===== config.mk =====
export PLATFORM = sky130hd
export DESIGN_NAME = parallel_lcd_window_pixel_writer
export DESIGN_NICKNAME = d
export VERILOG_FILES = /design/src/hdl/plw_pkg.sv /design/src/hdl/plw_cfg.sv /design/src/hdl/plw_front.sv /design/src/hdl/plw_fifo.sv /design/src/hdl/plw_back.sv /design/src/hdl/parallel_lcd_window_pixel_writer.sv
export SDC_FILE = /design/constraint.sdc
export NUM_CORES = 1
export LEC_CHECK = 0
export BUFFER_PORTS_ARGS = -buffer_cell sky130_fd_sc_hd__buf_2
export CORE_AREA = 3 3 243 245
export DETAILED_ROUTE_END_ITERATION = 10
export DIE_AREA = 0 0 246 248
export GPL_TIMING_DRIVEN = 0
export PLACE_DENSITY = 0.54
export REMOVE_ABC_BUFFERS = 1
export SYNTH_ARGS = -nofsm -noshare
export SYNTH_HDL_FRONTEND = slang
export SYNTH_SLANG_ARGS = --single-unit
export TNS_END_PERCENT = 100

===== constraint.sdc =====
create_clock -name clk -period 5.9 [get_ports clk]
set_input_delay 0.885 -clock clk [delete_from_list [all_inputs] [get_ports clk]]
set_output_delay 0.885 -clock clk [all_outputs]
set_load 0.1 [all_outputs]

===== src/hdl/plw_pkg.sv =====
`timescale 1ns / 1ps

package plw_pkg;

    localparam int COORD_BITS_DEF = 16;
    localparam int PIXEL_BITS     = 16;
    localparam int SIZE_BITS      = 16;
    localparam int TOTAL_BITS     = 2 * SIZE_BITS;
    localparam int BYTE_BITS      = 8;

    localparam logic [SIZE_BITS-1:0] WIDTH_RST  = 16'd320;
    localparam logic [SIZE_BITS-1:0] HEIGHT_RST = 16'd240;

    localparam logic [BYTE_BITS-1:0] CMD_COLUMN = 8'h2A;
    localparam logic [BYTE_BITS-1:0] CMD_ROW    = 8'h2B;
    localparam logic [BYTE_BITS-1:0] CMD_WRITE  = 8'h2C;

    typedef enum logic [1:0] {
        CFG_X0     = 2'd0,
        CFG_Y0     = 2'd1,
        CFG_WIDTH  = 2'd2,
        CFG_HEIGHT = 2'd3
    } cfg_idx_t;

    typedef enum logic [3:0] {
        STEP_COL_CMD = 4'd0,
        STEP_XS_HI   = 4'd1,
        STEP_XS_LO   = 4'd2,
        STEP_XE_HI   = 4'd3,
        STEP_XE_LO   = 4'd4,
        STEP_ROW_CMD = 4'd5,
        STEP_YS_HI   = 4'd6,
        STEP_YS_LO   = 4'd7,
        STEP_YE_HI   = 4'd8,
        STEP_YE_LO   = 4'd9,
        STEP_WR_CMD  = 4'd10,
        STEP_PIX_HI  = 4'd11,
        STEP_PIX_LO  = 4'd12
    } step_t;

    typedef struct packed {
        logic [PIXEL_BITS-1:0] pixel;
        logic                  first;
        logic                  cs_rel;
    } item_t;

endpackage


===== src/hdl/plw_cfg.sv =====
`timescale 1ns / 1ps

module plw_cfg #(
    parameter int COORD_BITS = plw_pkg::COORD_BITS_DEF
) (
    input  logic                           clk,
    input  logic                           rst_n,
    input  logic                           cfg_valid,
    output logic                           cfg_ready,
    input  logic [1:0]                     cfg_index,
    input  logic [plw_pkg::SIZE_BITS-1:0]  cfg_data,
    output logic                           settle,
    output logic [COORD_BITS-1:0]          x_start,
    output logic [COORD_BITS-1:0]          x_end,
    output logic [COORD_BITS-1:0]          y_start,
    output logic [COORD_BITS-1:0]          y_end,
    output logic [plw_pkg::TOTAL_BITS-1:0] total
);

    logic [COORD_BITS-1:0]          x0_reg;
    logic [COORD_BITS-1:0]          y0_reg;
    logic [plw_pkg::SIZE_BITS-1:0]  width_reg;
    logic [plw_pkg::SIZE_BITS-1:0]  height_reg;
    logic [COORD_BITS-1:0]          x_end_reg;
    logic [COORD_BITS-1:0]          y_end_reg;
    logic [plw_pkg::TOTAL_BITS-1:0] total_reg;
    logic                           settle_reg;
    logic                           wr;

    assign cfg_ready = 1'b1;
    assign wr        = cfg_valid;

    always_ff @(posedge clk or negedge rst_n)
    begin
        if (!rst_n)
        begin
            x0_reg     <= '0;
            y0_reg     <= '0;
            width_reg  <= plw_pkg::WIDTH_RST;
            height_reg <= plw_pkg::HEIGHT_RST;
            x_end_reg  <= COORD_BITS'(plw_pkg::WIDTH_RST - 16'd1);
            y_end_reg  <= COORD_BITS'(plw_pkg::HEIGHT_RST - 16'd1);
            total_reg  <= plw_pkg::TOTAL_BITS'(plw_pkg::WIDTH_RST)
                          * plw_pkg::TOTAL_BITS'(plw_pkg::HEIGHT_RST);
            settle_reg <= 1'b0;
        end
        else
        begin
            settle_reg <= wr;
            x_end_reg  <= COORD_BITS'(16'(x0_reg) + width_reg - 16'd1);
            y_end_reg  <= COORD_BITS'(16'(y0_reg) + height_reg - 16'd1);
            total_reg  <= plw_pkg::TOTAL_BITS'(width_reg)
                          * plw_pkg::TOTAL_BITS'(height_reg);
            if (wr)
            begin
                unique case (plw_pkg::cfg_idx_t'(cfg_index))
                    plw_pkg::CFG_X0:     x0_reg     <= COORD_BITS'(cfg_data);
                    plw_pkg::CFG_Y0:     y0_reg     <= COORD_BITS'(cfg_data);
                    plw_pkg::CFG_WIDTH:  width_reg  <= cfg_data;
                    plw_pkg::CFG_HEIGHT: height_reg <= cfg_data;
                endcase
            end
        end
    end

    assign settle  = settle_reg;
    assign x_start = x0_reg;
    assign y_start = y0_reg;
    assign x_end   = x_end_reg;
    assign y_end   = y_end_reg;
    assign total   = total_reg;

endmodule


===== src/hdl/plw_front.sv =====
`timescale 1ns / 1ps

module plw_front (
    input  logic                           clk,
    input  logic                           rst_n,
    input  logic                           in_valid,
    output logic                           in_stall,
    input  logic [plw_pkg::PIXEL_BITS-1:0] pixel,
    input  logic                           settle,
    input  logic [plw_pkg::TOTAL_BITS-1:0] total,
    input  logic                           q_full,
    output logic                           push,
    output plw_pkg::item_t                 push_item
);

    logic [plw_pkg::TOTAL_BITS-1:0] count_reg;
    logic [plw_pkg::TOTAL_BITS-1:0] count_next;
    logic [plw_pkg::TOTAL_BITS-1:0] count_inc;
    logic                           frame_end;

    assign in_stall  = q_full || settle;
    assign push      = in_valid && !in_stall;
    assign count_inc = count_reg + plw_pkg::TOTAL_BITS'(1);
    assign frame_end = count_inc >= total;

    always_comb
    begin
        push_item.pixel  = pixel;
        push_item.first  = (count_reg == '0);
        push_item.cs_rel = frame_end;
        count_next       = count_reg;
        if (push)
        begin
            count_next = frame_end ? '0 : count_inc;
        end
    end

    always_ff @(posedge clk or negedge rst_n)
    begin
        if (!rst_n)
        begin
            count_reg <= '0;
        end
        else
        begin
            count_reg <= count_next;
        end
    end

endmodule


===== src/hdl/plw_fifo.sv =====
`timescale 1ns / 1ps

module plw_fifo (
    input  logic           clk,
    input  logic           rst_n,
    input  logic           push,
    input  plw_pkg::item_t push_item,
    input  logic           pop,
    output plw_pkg::item_t head,
    output logic           empty,
    output logic           full
);

    plw_pkg::item_t mem [2];
    logic           wr_ptr_reg;
    logic           rd_ptr_reg;
    logic [1:0]     count_reg;
    logic [1:0]     count_next;

    assign empty = (count_reg == 2'd0);
    assign full  = (count_reg == 2'd2);
    assign head  = mem[rd_ptr_reg];

    always_comb
    begin
        count_next = count_reg;
        if (push && !pop)
        begin
            count_next = count_reg + 2'd1;
        end
        else if (pop && !push)
        begin
            count_next = count_reg - 2'd1;
        end
    end

    always_ff @(posedge clk)
    begin
        if (push)
        begin
            mem[wr_ptr_reg] <= push_item;
        end
    end

    always_ff @(posedge clk or negedge rst_n)
    begin
        if (!rst_n)
        begin
            wr_ptr_reg <= 1'b0;
            rd_ptr_reg <= 1'b0;
            count_reg  <= 2'd0;
        end
        else
        begin
            if (push)
            begin
                wr_ptr_reg <= !wr_ptr_reg;
            end
            if (pop)
            begin
                rd_ptr_reg <= !rd_ptr_reg;
            end
            count_reg <= count_next;
        end
    end

    a_no_overflow: assert property (@(posedge clk) disable iff (!rst_n)
        push |-> (count_reg != 2'd2))
        else $error("Queue written while full.");

    a_no_underflow: assert property (@(posedge clk) disable iff (!rst_n)
        pop |-> (count_reg != 2'd0))
        else $error("Queue read while empty.");

endmodule


===== src/hdl/plw_back.sv =====
`timescale 1ns / 1ps

module plw_back #(
    parameter int COORD_BITS = plw_pkg::COORD_BITS_DEF
) (
    input  logic                          clk,
    input  logic                          rst_n,
    input  plw_pkg::item_t                head,
    input  logic                          q_empty,
    output logic                          pop,
    input  logic [COORD_BITS-1:0]         x_start,
    input  logic [COORD_BITS-1:0]         x_end,
    input  logic [COORD_BITS-1:0]         y_start,
    input  logic [COORD_BITS-1:0]         y_end,
    output logic                          out_valid,
    input  logic                          out_stall,
    output logic [plw_pkg::BYTE_BITS-1:0] bus_byte,
    output logic                          is_command,
    output logic                          cs_release,
    output logic                          last
);

    plw_pkg::step_t                step_reg;
    plw_pkg::step_t                step_next;
    plw_pkg::step_t                cur_step;
    logic                          advance;
    logic                          fire;
    logic [15:0]                   xs_w;
    logic [15:0]                   xe_w;
    logic [15:0]                   ys_w;
    logic [15:0]                   ye_w;
    logic [plw_pkg::BYTE_BITS-1:0] byte_sel;
    logic                          cmd_sel;
    logic                          out_valid_reg;
    logic [plw_pkg::BYTE_BITS-1:0] byte_reg;
    logic                          cmd_reg;
    logic                          rel_reg;
    logic                          last_reg;

    assign xs_w = 16'(x_start);
    assign xe_w = 16'(x_end);
    assign ys_w = 16'(y_start);
    assign ye_w = 16'(y_end);

    assign advance = !out_valid_reg || !out_stall;
    assign fire    = advance && !q_empty;

    always_comb
    begin
        cur_step = step_reg;
        if (step_reg == plw_pkg::STEP_COL_CMD && !head.first)
        begin
            cur_step = plw_pkg::STEP_PIX_HI;
        end
        cmd_sel = 1'b0;
        unique case (cur_step)
            plw_pkg::STEP_COL_CMD:
            begin
                byte_sel = plw_pkg::CMD_COLUMN;
                cmd_sel  = 1'b1;
            end
            plw_pkg::STEP_XS_HI:   byte_sel = xs_w[15:8];
            plw_pkg::STEP_XS_LO:   byte_sel = xs_w[7:0];
            plw_pkg::STEP_XE_HI:   byte_sel = xe_w[15:8];
            plw_pkg::STEP_XE_LO:   byte_sel = xe_w[7:0];
            plw_pkg::STEP_ROW_CMD:
            begin
                byte_sel = plw_pkg::CMD_ROW;
                cmd_sel  = 1'b1;
            end
            plw_pkg::STEP_YS_HI:   byte_sel = ys_w[15:8];
            plw_pkg::STEP_YS_LO:   byte_sel = ys_w[7:0];
            plw_pkg::STEP_YE_HI:   byte_sel = ye_w[15:8];
            plw_pkg::STEP_YE_LO:   byte_sel = ye_w[7:0];
            plw_pkg::STEP_WR_CMD:
            begin
                byte_sel = plw_pkg::CMD_WRITE;
                cmd_sel  = 1'b1;
            end
            plw_pkg::STEP_PIX_HI:  byte_sel = head.pixel[15:8];
            plw_pkg::STEP_PIX_LO:  byte_sel = head.pixel[7:0];
            default:               byte_sel = '0;
        endcase
        pop       = fire && (cur_step == plw_pkg::STEP_PIX_LO);
        step_next = step_reg;
        if (fire)
        begin
            step_next = pop ? plw_pkg::STEP_COL_CMD
                            : plw_pkg::step_t'(cur_step + 4'd1);
        end
    end

    always_ff @(posedge clk or negedge rst_n)
    begin
        if (!rst_n)
        begin
            step_reg      <= plw_pkg::STEP_COL_CMD;
            out_valid_reg <= 1'b0;
        end
        else
        begin
            step_reg <= step_next;
            if (advance)
            begin
                out_valid_reg <= !q_empty;
            end
        end
    end

    always_ff @(posedge clk)
    begin
        if (fire)
        begin
            byte_reg <= byte_sel;
            cmd_reg  <= cmd_sel;
            rel_reg  <= pop && head.cs_rel;
            last_reg <= pop;
        end
    end

    assign out_valid  = out_valid_reg;
    assign bus_byte   = byte_reg;
    assign is_command = cmd_reg;
    assign cs_release = rel_reg;
    assign last       = last_reg;

    a_release_on_last: assert property (@(posedge clk) disable iff (!rst_n)
        (out_valid_reg && rel_reg) |-> last_reg)
        else $error("Chip select released on a beat that does not end a pixel.");

    a_command_not_last: assert property (@(posedge clk) disable iff (!rst_n)
        (out_valid_reg && cmd_reg) |-> !last_reg)
        else $error("Command beat marked as last of a pixel.");

endmodule


===== src/hdl/parallel_lcd_window_pixel_writer.sv =====
`timescale 1ns / 1ps

// Channel   Signals                                    Direction  Handshake
// input     in_valid, in_stall, pixel                  in         valid / stall
// output    out_valid, out_stall, bus_byte,            out        valid / stall
//           is_command, cs_release, last
// config    cfg_valid, cfg_ready, cfg_index, cfg_data  in         valid / ready
//
// One bus write leaves per cycle while out_stall is low and a pixel is queued, so a pixel
// takes two bus writes in steady state and the first pixel of a frame takes thirteen;
// the byte sequencer in the back end sets this sequence.
// A two-entry queue separates the pixel classifier from the sequencer, so input
// keeps flowing for a while when the output is stalled.
// Reset is asynchronous and active low; there is no clearing pass.
// The input is stalled in the cycle after each configuration write.

module parallel_lcd_window_pixel_writer #(
    parameter int COORD_BITS = plw_pkg::COORD_BITS_DEF
) (
    input  logic                           clk,
    input  logic                           rst_n,
    input  logic                           in_valid,
    output logic                           in_stall,
    input  logic [plw_pkg::PIXEL_BITS-1:0] pixel,
    output logic                           out_valid,
    input  logic                           out_stall,
    output logic [plw_pkg::BYTE_BITS-1:0]  bus_byte,
    output logic                           is_command,
    output logic                           cs_release,
    output logic                           last,
    input  logic                           cfg_valid,
    output logic                           cfg_ready,
    input  logic [1:0]                     cfg_index,
    input  logic [plw_pkg::SIZE_BITS-1:0]  cfg_data
);

    logic                           settle;
    logic [COORD_BITS-1:0]          x_start;
    logic [COORD_BITS-1:0]          x_end;
    logic [COORD_BITS-1:0]          y_start;
    logic [COORD_BITS-1:0]          y_end;
    logic [plw_pkg::TOTAL_BITS-1:0] total;
    logic                           push;
    plw_pkg::item_t                 push_item;
    logic                           pop;
    plw_pkg::item_t                 head;
    logic                           q_empty;
    logic                           q_full;

    plw_cfg #(
        .COORD_BITS (COORD_BITS)
    ) u_cfg (
        .clk       (clk),
        .rst_n     (rst_n),
        .cfg_valid (cfg_valid),
        .cfg_ready (cfg_ready),
        .cfg_index (cfg_index),
        .cfg_data  (cfg_data),
        .settle    (settle),
        .x_start   (x_start),
        .x_end     (x_end),
        .y_start   (y_start),
        .y_end     (y_end),
        .total     (total)
    );

    plw_front u_front (
        .clk       (clk),
        .rst_n     (rst_n),
        .in_valid  (in_valid),
        .in_stall  (in_stall),
        .pixel     (pixel),
        .settle    (settle),
        .total     (total),
        .q_full    (q_full),
        .push      (push),
        .push_item (push_item)
    );

    plw_fifo u_fifo (
        .clk       (clk),
        .rst_n     (rst_n),
        .push      (push),
        .push_item (push_item),
        .pop       (pop),
        .head      (head),
        .empty     (q_empty),
        .full      (q_full)
    );

    plw_back #(
        .COORD_BITS (COORD_BITS)
    ) u_back (
        .clk        (clk),
        .rst_n      (rst_n),
        .head       (head),
        .q_empty    (q_empty),
        .pop        (pop),
        .x_start    (x_start),
        .x_end      (x_end),
        .y_start    (y_start),
        .y_end      (y_end),
        .out_valid  (out_valid),
        .out_stall  (out_stall),
        .bus_byte   (bus_byte),
        .is_command (is_command),
        .cs_release (cs_release),
        .last       (last)
    );

endmodule


==> impl_results.md, run 1 <==
* Max H-tree Level at 1
* Place WS at -0.900 ns
* Layout cells sized above 1 at 17.3%
* Vias per cell at 5.04
* Post-cts hold buffer count at 0
* Yosys reg bits at 217
* CTS tree: built
* CTS Buf Count at 27
* Pre-antenna DRT Iters at 5
* CTS Buffer Depth at 3
* Reg2reg setup slack at -0.20 ns
* Max Clock Skew at between 0.02 and 0.025 ns
* Max reg flops at 36
* Overflow after GRT at 0
* All-Layer GR Usage at ~17%
* Full die area at between 60000 and 70000 um2
* Die Ht at around 250 um
* Non-filler cells, final at 2953
* Clock sinks at 217
* Tightest Hold Check Type: in -> async
* First DRT Iteration DRCs at a little over 900
* Final setup margin at -0.196 ns
* RSZ-0062 raised after global routing: yes
* Cell Area, Synth at slightly below 20000 um2
* DR DRC count at 0
* Routed len/inst at between 15 and 20 um
* Area delta synth->final at 14.9%
* Crit path kind: reg -> reg
* Final count of pins violating max slew at 0
* Hold Violations, Final at 0
* Fraction of registers with async set/reset at about four fifths
* Final setup viols at 7
* Initial Utilization at roughly 35%
* Ratio of final minimum period to clock period at 103%
* Row count at 88
* Routability congestion estimate at roughly 0.90
* Mapped Cells at around 2100
* Core ar. at around 57000 um2
* Clk root buf: clkbuf_16
* Worst-Margin Slew at approximately 1.2 ns
* Worst-skew pair later-pin latency at 0.57 ns
* Distinct cells, synth at 86
* Critical Path Fanout Max at 5
* Status: complete, but fails checks
* Initial antenna violation count at 0
* Io pins at between 50 and 60
* Failing checks: negative setup slack
* Post-synth EDFFs at between 40 and 50
* Seq/Total Area, Yosys at about 29%
* Wirelength, routed at 52300 um
* Slew headroom at a little under a fifth
* Synthesized area per cell at ~9.5 um2
* First-pass GRT wire length at slightly above 80000 um
* CP Launch Type: flop
* PortBufs at between 50 and 60
* Die Wd at about 250 um
* WP data arrival at 6.49 ns
* Vias in the first global route at ~15000
* Max Freq at about 160 MHz
* Clock Pin Slew Worst Setup and Hold Paths at approximately 0.06 ns
* Layout fillers at around 5600
* Largest net degree at the start of global routing at 92
* Post-synth top flop: dfrtp_1
* Final Net Count at around 2600
* CP endpoint kind: flop
* Final ANT Viol Nets at 0
* Hpwl dp at about 39000 um
* Placed insts at approximately 2800
* DR vias at 14893
* Synth warn at 0
* Worst Path Required at approximately 6.3 ns
* Number of max-cap violations at 0
* # diodes at 0
* Fin util at 39.8%
* Min Tclk post-route at slightly above 6 ns
-- final cells by class --
type                            count  area, um2  area share, %
Clock buffer                       36        779           3.42
Clock inverter                     14        169          0.740
Inverter                          407       1580           6.90
Multi-Input combinational cell   1392      12700           55.8
Sequential cell                   217       5740           25.2
Tap cell                          765        957           4.19
Timing Repair Buffer              120        850           3.72
Timing Repair inverter              2       15.0         0.0658
-- synthesized netlist by cell type (all sizes together) (5+ instances only) --
library cell	count	share of area [%]
a22oi	6	0.23
buf	12	0.43
a22o	8	0.35
inv	401	7.6
nor3	17	0.51
nor2b	16	0.50
o22ai	5	0.16
xor2	32	1.4
xnor2	57	2.5
edfxtp	47	7.1
ha	199	13
dfstp	24	3.2
and3	19	0.65
nand3	22	0.77
fa	196	20
o21a	6	0.23
nor4	9	0.28
clkbuf	58	1.2
or2	6	0.19
o21ai	80	2.0
o31ai	7	0.31
a21o	43	1.6
nand2	241	4.6
a221oi	12	0.53
and2	21	0.67
nand4	11	0.35
or3	6	0.20
mux2i	18	0.91
a31oi	8	0.25
clkinv	6	0.11
dfrtp	146	18
a21oi	60	1.5
mux2	52	2.9
o211ai	8	0.30
nand2b	5	0.16
nor2	168	3.3
-- critical path: stages (launching register included) --
cell and delay, ns:
dfstp_2 0.63, clkinvlp_4 0.24, nor2_4 0.13, fa_1 0.43, inv_2 0.08, fa_1 0.42
fa_1 0.51, inv_2 0.04, fa_1 0.49, fa_1 0.53, inv_1 0.05, fa_1 0.52
inv_2 0.05, ha_4 0.25, a211oi_2 0.19, nor2_1 0.08, nor3_2 0.22, o31ai_4 0.16
a31oi_4 0.30, o31a_1 0.23, mux2i_1 0.22, o2111ai_2 0.15
-- cells by family after synthesis --
| kind of cell | synth area share, % |
|---|---|
| buffers and inverters | 9.28 |
| other | 0.0189 |
| AO/OA/AOI/OAI | 9.13 |
| flip-flops | 28.7 |
| XOR/XNOR | 3.92 |
| multiplexers | 3.85 |
| adder cells (fa/ha/maj) | 32.3 |
| AND/OR/NAND/NOR | 12.9 |
-- placed cells by master (no fill, tap or decap), types with 31 or more instances in the layout --
cell type and count:
dfrtp_1 128, xnor2_1 56, nand2_1 239, a21oi_1 53, edfxtp_1 47, o21ai_0 74, buf_2 50, xor2_1 31
buf_4 59, ha_1 188, inv_1 379, a21o_1 42, nor2_1 147, mux2_2 52, fa_1 193
-- what timing repair did --
action	4_1_cts	5_1_grt
endpoints found under the setup margin	16	15
resized for setup	101	41
hold endpoints to repair	0	0
setup buffers	44	22
gates cloned	2	0
pin swaps	26	42
-- routing by layer --
metal  vias to the layer above  GRT usage, %  share of wire (%)
met5                         -             0                  0
met4                         0          3.91                1.8
met3                        62          1.69                5.9
met2                       404          28.3                 47
met1                      7568          24.4                 45
li1                       6859             -                  -
-- metrics by stage --
step | hold slack (ns) | cell area (um2) | TNS, ns
after CTS | 0.327 | 22500 | -0.456
after global placement | 0.466 | 20800 | -8.74
after floorplan | 0.461 | 19600 | 0
after global routing | 0.347 | 22800 | -3.14
final | 0.301 | 22800 | -0.861
after detailed placement | 0.476 | 20800 | -9.03
-- path summary, 6_finish.rpt --
path,start,endpoint,cells after the start
max,u_cfg.height_reg[4],u_cfg.total[29],21
min,rst_n,u_cfg.y_start[5],1
max reg2reg,u_cfg.height_reg[4],u_cfg.total[29],21
min reg2reg,u_back.out_valid,u_back.out_valid,2
max in group asynchronous,rst_n,u_front.count_reg[30],2
min in group clk,u_back.out_valid,u_back.out_valid,2
Power of run 1 is not shown: default switching activity piles up to over one toggle a cycle in this logic, so the estimate is an artifact.
==> inputs of run 2 (changes only) <==
CORE_AREA = 3 3 247 249   (was 3 3 243 245)
CTS_BUF_LIST = sky130_fd_sc_hd__clkbuf_16   (was default)
DIE_AREA = 0 0 250 252   (was 0 0 246 248)
PLACE_DENSITY = default   (was 0.54)
PLACE_DENSITY_LB_ADDON = 0.25   (was default)
SYNTH_HIERARCHICAL = 1   (was default)
==> run 2 against run 1 <==
Setup slack got worse by 0.044 ns. Maximum frequency down 0.72%. Largest cell class unchanged. The run still ends with negative setup slack left. Design area increased by 0.61%. First-iteration DRC count grew 29%. Area after synthesis rose by 3.3%. Sequential share of layout area decreased by 0.15 points.
==> impl_results.md, run 2 <==
* Status: complete, but fails checks (unchanged)
* Failing checks: negative setup slack (unchanged)
* First-pass GRT wire length at 88500 um (was 82500 um)
* Pre-antenna DRT Iters at 5 (unchanged)
* Commonest non-fill, non-tap cell in the layout: inv_1 (unchanged)
* Final setup viols at 9 (was 7)
* Max H-tree Level at 1 (unchanged)
* PortBufs at 51 (unchanged)
* Ratio of final minimum period to clock period at 104% (was 103%)
* Slew headroom at 17.8% (was 19.0%)
* Area of the multi-input gates at 13100 um2 (was 12700 um2)
* Layout cells sized above 1 at 16.6% (was 17.3%)
* Worst Path Required at 6.34 ns (was 6.30 ns)
* CP Launch Type: flop (unchanged)
* Post-synth top flop: dfrtp_1 (unchanged)
* CTS Buf Count at 27 (unchanged)
* Max Freq at 163 MHz (was 164 MHz)
* Final Net Count at 2624 (was 2601)
* Tightest Hold Check Type: in -> async (unchanged)
* Yosys reg bits at 217 (unchanged)
* Clock sinks at 217 (unchanged)
* DR vias at 15403 (was 14893)
* Non-filler cells, final at 2984 (was 2953)
* Layout fillers at 5769 (was 5636)
* WP data arrival at 6.58 ns (was 6.49 ns)
* Io pins at 53 (unchanged)
* Cell Area, Synth at 20500 um2 (was 19900 um2)
* Clk root buf: clkbuf_16 (unchanged)
* Fraction of registers with async set/reset at 78.3% (unchanged)
* Routability congestion estimate at 0.893 (was 0.899)
* Layout Cell Area excl Fill at 23000 um2 (was 22800 um2)
* Post-synthesis adder-cell area fraction at 31.3% (was 32.3%)
* DR DRC count at 0 (unchanged)
* Cell with the most instances after synthesis: inv_1 (unchanged)
* Hold_ws at 0.247 ns (was 0.301 ns)
* Post-cts hold buffer count at 0 (unchanged)
* Full die area at 63000 um2 (was 61000 um2)
* CTS tree: built (unchanged)
* Post-synth EDFFs at 47 (unchanged)
* Largest net degree at the start of global routing at 110 (was 92)
* Mapped Cells at 2165 (was 2086)
* Final count of pins violating max slew at 0 (unchanged)
* FF/Latch Area at 5740 um2 (unchanged)
* Number of max-cap violations at 0 (unchanged)
* Clock Pin Slew Worst Setup and Hold Paths at 0.06 ns (about the same)
* Initial Utilization at 34.8% (was 34.6%)
* Leading area contributor after synthesis: fa_1 (unchanged)
* Row count at 89 (was 88)
* Seq/Total Area, Yosys at 27.8% (was 28.7%)
* Final ANT Viol Nets at 0 (unchanged)
* Core ar. at 58900 um2 (was 57400 um2)
* Min Tclk post-route at 6.14 ns (was 6.10 ns)
* First DRT Iteration DRCs at 1183 (was 914)
* Max reg flops at 36 (unchanged)
* Mux contribution to synthesized area at 4.10% (was 3.85%)
* Final setup margin at -0.240 ns (was -0.196 ns)
* Complex-gate fraction of the synthesized area at 9.22% (was 9.13%)
* Critical Path Fanout Max at 4 (was 5)
* Distinct cells, synth at 92 (was 86)
* Die Wd at 250 um (was 246 um)
* Vias in the first global route at 15994 (was 14881)
* Synthesized area per cell at 9.48 um2 (was 9.53 um2)
* DP Area at 21300 um2 (was 20800 um2)
* Xor/xnor share of the synthesized area at 3.83% (was 3.92%)
* Die Ht at 252 um (was 248 um)
* Post-synth top area share at 19.1% (was 19.7%)
* Placed insts at 2891 (was 2835)
* All-Layer GR Usage at 17.6% (was 17.2%)
* Synth warn at 6 (was 0)
* Worst-skew pair later-pin latency at 0.56 ns (was 0.57 ns)
* Max Clock Skew at 0.0215 ns (was 0.0246 ns)
* Area contributors post-synth: fa_1 19%, dfrtp_1 18%, ha_1 12% (was fa_1 20%, dfrtp_1 18%, ha_1 13%)
* Simple-gate area share of the yosys netlist at 13.8% (was 12.9%)
* Initial antenna violation count at 1 (was 0)
* Crit path kind: reg -> reg (unchanged)
* Vias per cell at 5.16 (was 5.04)
* Worst-Margin Slew at 1.23 ns (was 1.20 ns)
* Overflow after GRT at 0 (unchanged)
* CP endpoint kind: flop (unchanged)
* # diodes at 0 (unchanged)
* RSZ-0062 raised after global routing: yes (unchanged)
* Commonest cells in the netlist: 398 x inv_1, 245 x nand2_1, 199 x ha_1, 196 x fa_1, 158 x nor2_1 (was 400 x inv_1, 239 x nand2_1, 199 x ha_1, 196 x fa_1, 165 x nor2_1)
* Main combinational cell family by area after synthesis: adder cells (unchanged)
* Hpwl dp at 41100 um (was 39400 um)
* Wirelength, routed at 54600 um (was 52300 um)
* Area delta synth->final at 11.9% (was 14.9%)
* Routed len/inst at 18.3 um (was 17.7 um)
* CTS Buffer Depth at 3 (unchanged)
* Hold Violations, Final at 0 (unchanged)
* Most frequent cells in the layout: 387 x inv_1, 243 x nand2_1, 193 x fa_1 (was 379 x inv_1, 239 x nand2_1, 193 x fa_1)
-- run 2: cell types whose count changed after synthesis, sizes merged, moves of 9 or more --
cell,delta
a21o,-25
a21oi,+20
a41o,+11
and2,+12
buf,+30
mux2,+17
mux2i,-15
nand3,+17
nand4,+18
nor2,-9
o21ai,-23
-- run 2: final timing paths --
kind,end,slack [ns],depth (start not counted),from
setup / recovery,u_cfg/total[26],-0.24,19,u_cfg/width_reg[6]
hold / removal,u_front/count_reg[4],0.25,1,rst_n
setup reg to reg,u_cfg/total[26],-0.24,19,u_cfg/width_reg[6]
hold reg to reg,u_fifo/count_reg[1],0.50,1,u_fifo/count_reg[1]
max in group asynchronous,u_cfg/width_reg[10],4.60,2,rst_n
min in group clk,u_cfg/settle,0.48,1,cfg_valid
-- run 2: area by class of cell --
cell class                 instances  share of cell area (%)
tap                              773                    4.21
sequential                       217                    25.0
clock buffer                      28                    3.05
timing repair buffer              97                    2.98
inverter                         407                    6.84
multi-input combinational       1440                    57.2
clock inverter                    22                   0.746
-- run 2: logic make-up (layout without fill, tap and decap cells) --
group,count (synthesis),after routing
multiplexers,72,72
XOR/XNOR,89,89
AO/OA/AOI/OAI,274,274
flip-flops,217,217
adder cells (fa/ha/maj),395,395
buffers and inverters,508,554
other,1,1
AND/OR/NAND/NOR,609,609
-- run 2: critical path: stages, from the launching register on --
cell and delay, ns:
dfstp_4 0.64, clkinvlp_4 0.20, nor2_4 0.14, fa_1 0.42
inv_1 0.08, fa_1 0.45, fa_2 0.49, fa_1 0.51
inv_1 0.05, fa_1 0.50, inv_2 0.04, fa_1 0.51
inv_2 0.05, ha_4 0.26, nand4_1 0.11, or4b_4 0.60
a31o_4 0.28, a221oi_4 0.33, nor4b_1 0.10, a211o_1 0.23
-- run 2: repair_timing --
item                                    4_1_cts  5_1_grt
gates resized for setup                      86       44
setup buffers                                42        5
pin swaps                                    36       30
endpoints found under the setup margin       17       14
-- run 2: per-layer routing --
metal,vias to the layer above,part of all wire [%],GRT usage (%)
li1,7049,-,-
met1,7820,44,24.3
met2,446,47,29.0
met3,86,6.5,2.65
met4,2,2.5,4.81
met5,-,0.037,0
-- run 2: per-stage QoR --
stage / setup TNS, ns / setup slack [ns] / util, %
after floorplan: -0.124 / -0.0770 / -
after global placement: -8.93 / -0.921 / 36.0
after detailed placement: -9.83 / -0.972 / 36.1
after CTS: -1.42 / -0.264 / 38.7
after global routing: -3.38 / -0.375 / 39.0
final: -1.37 / -0.240 / 39.0
Power of run 2 is left out for the same reason.
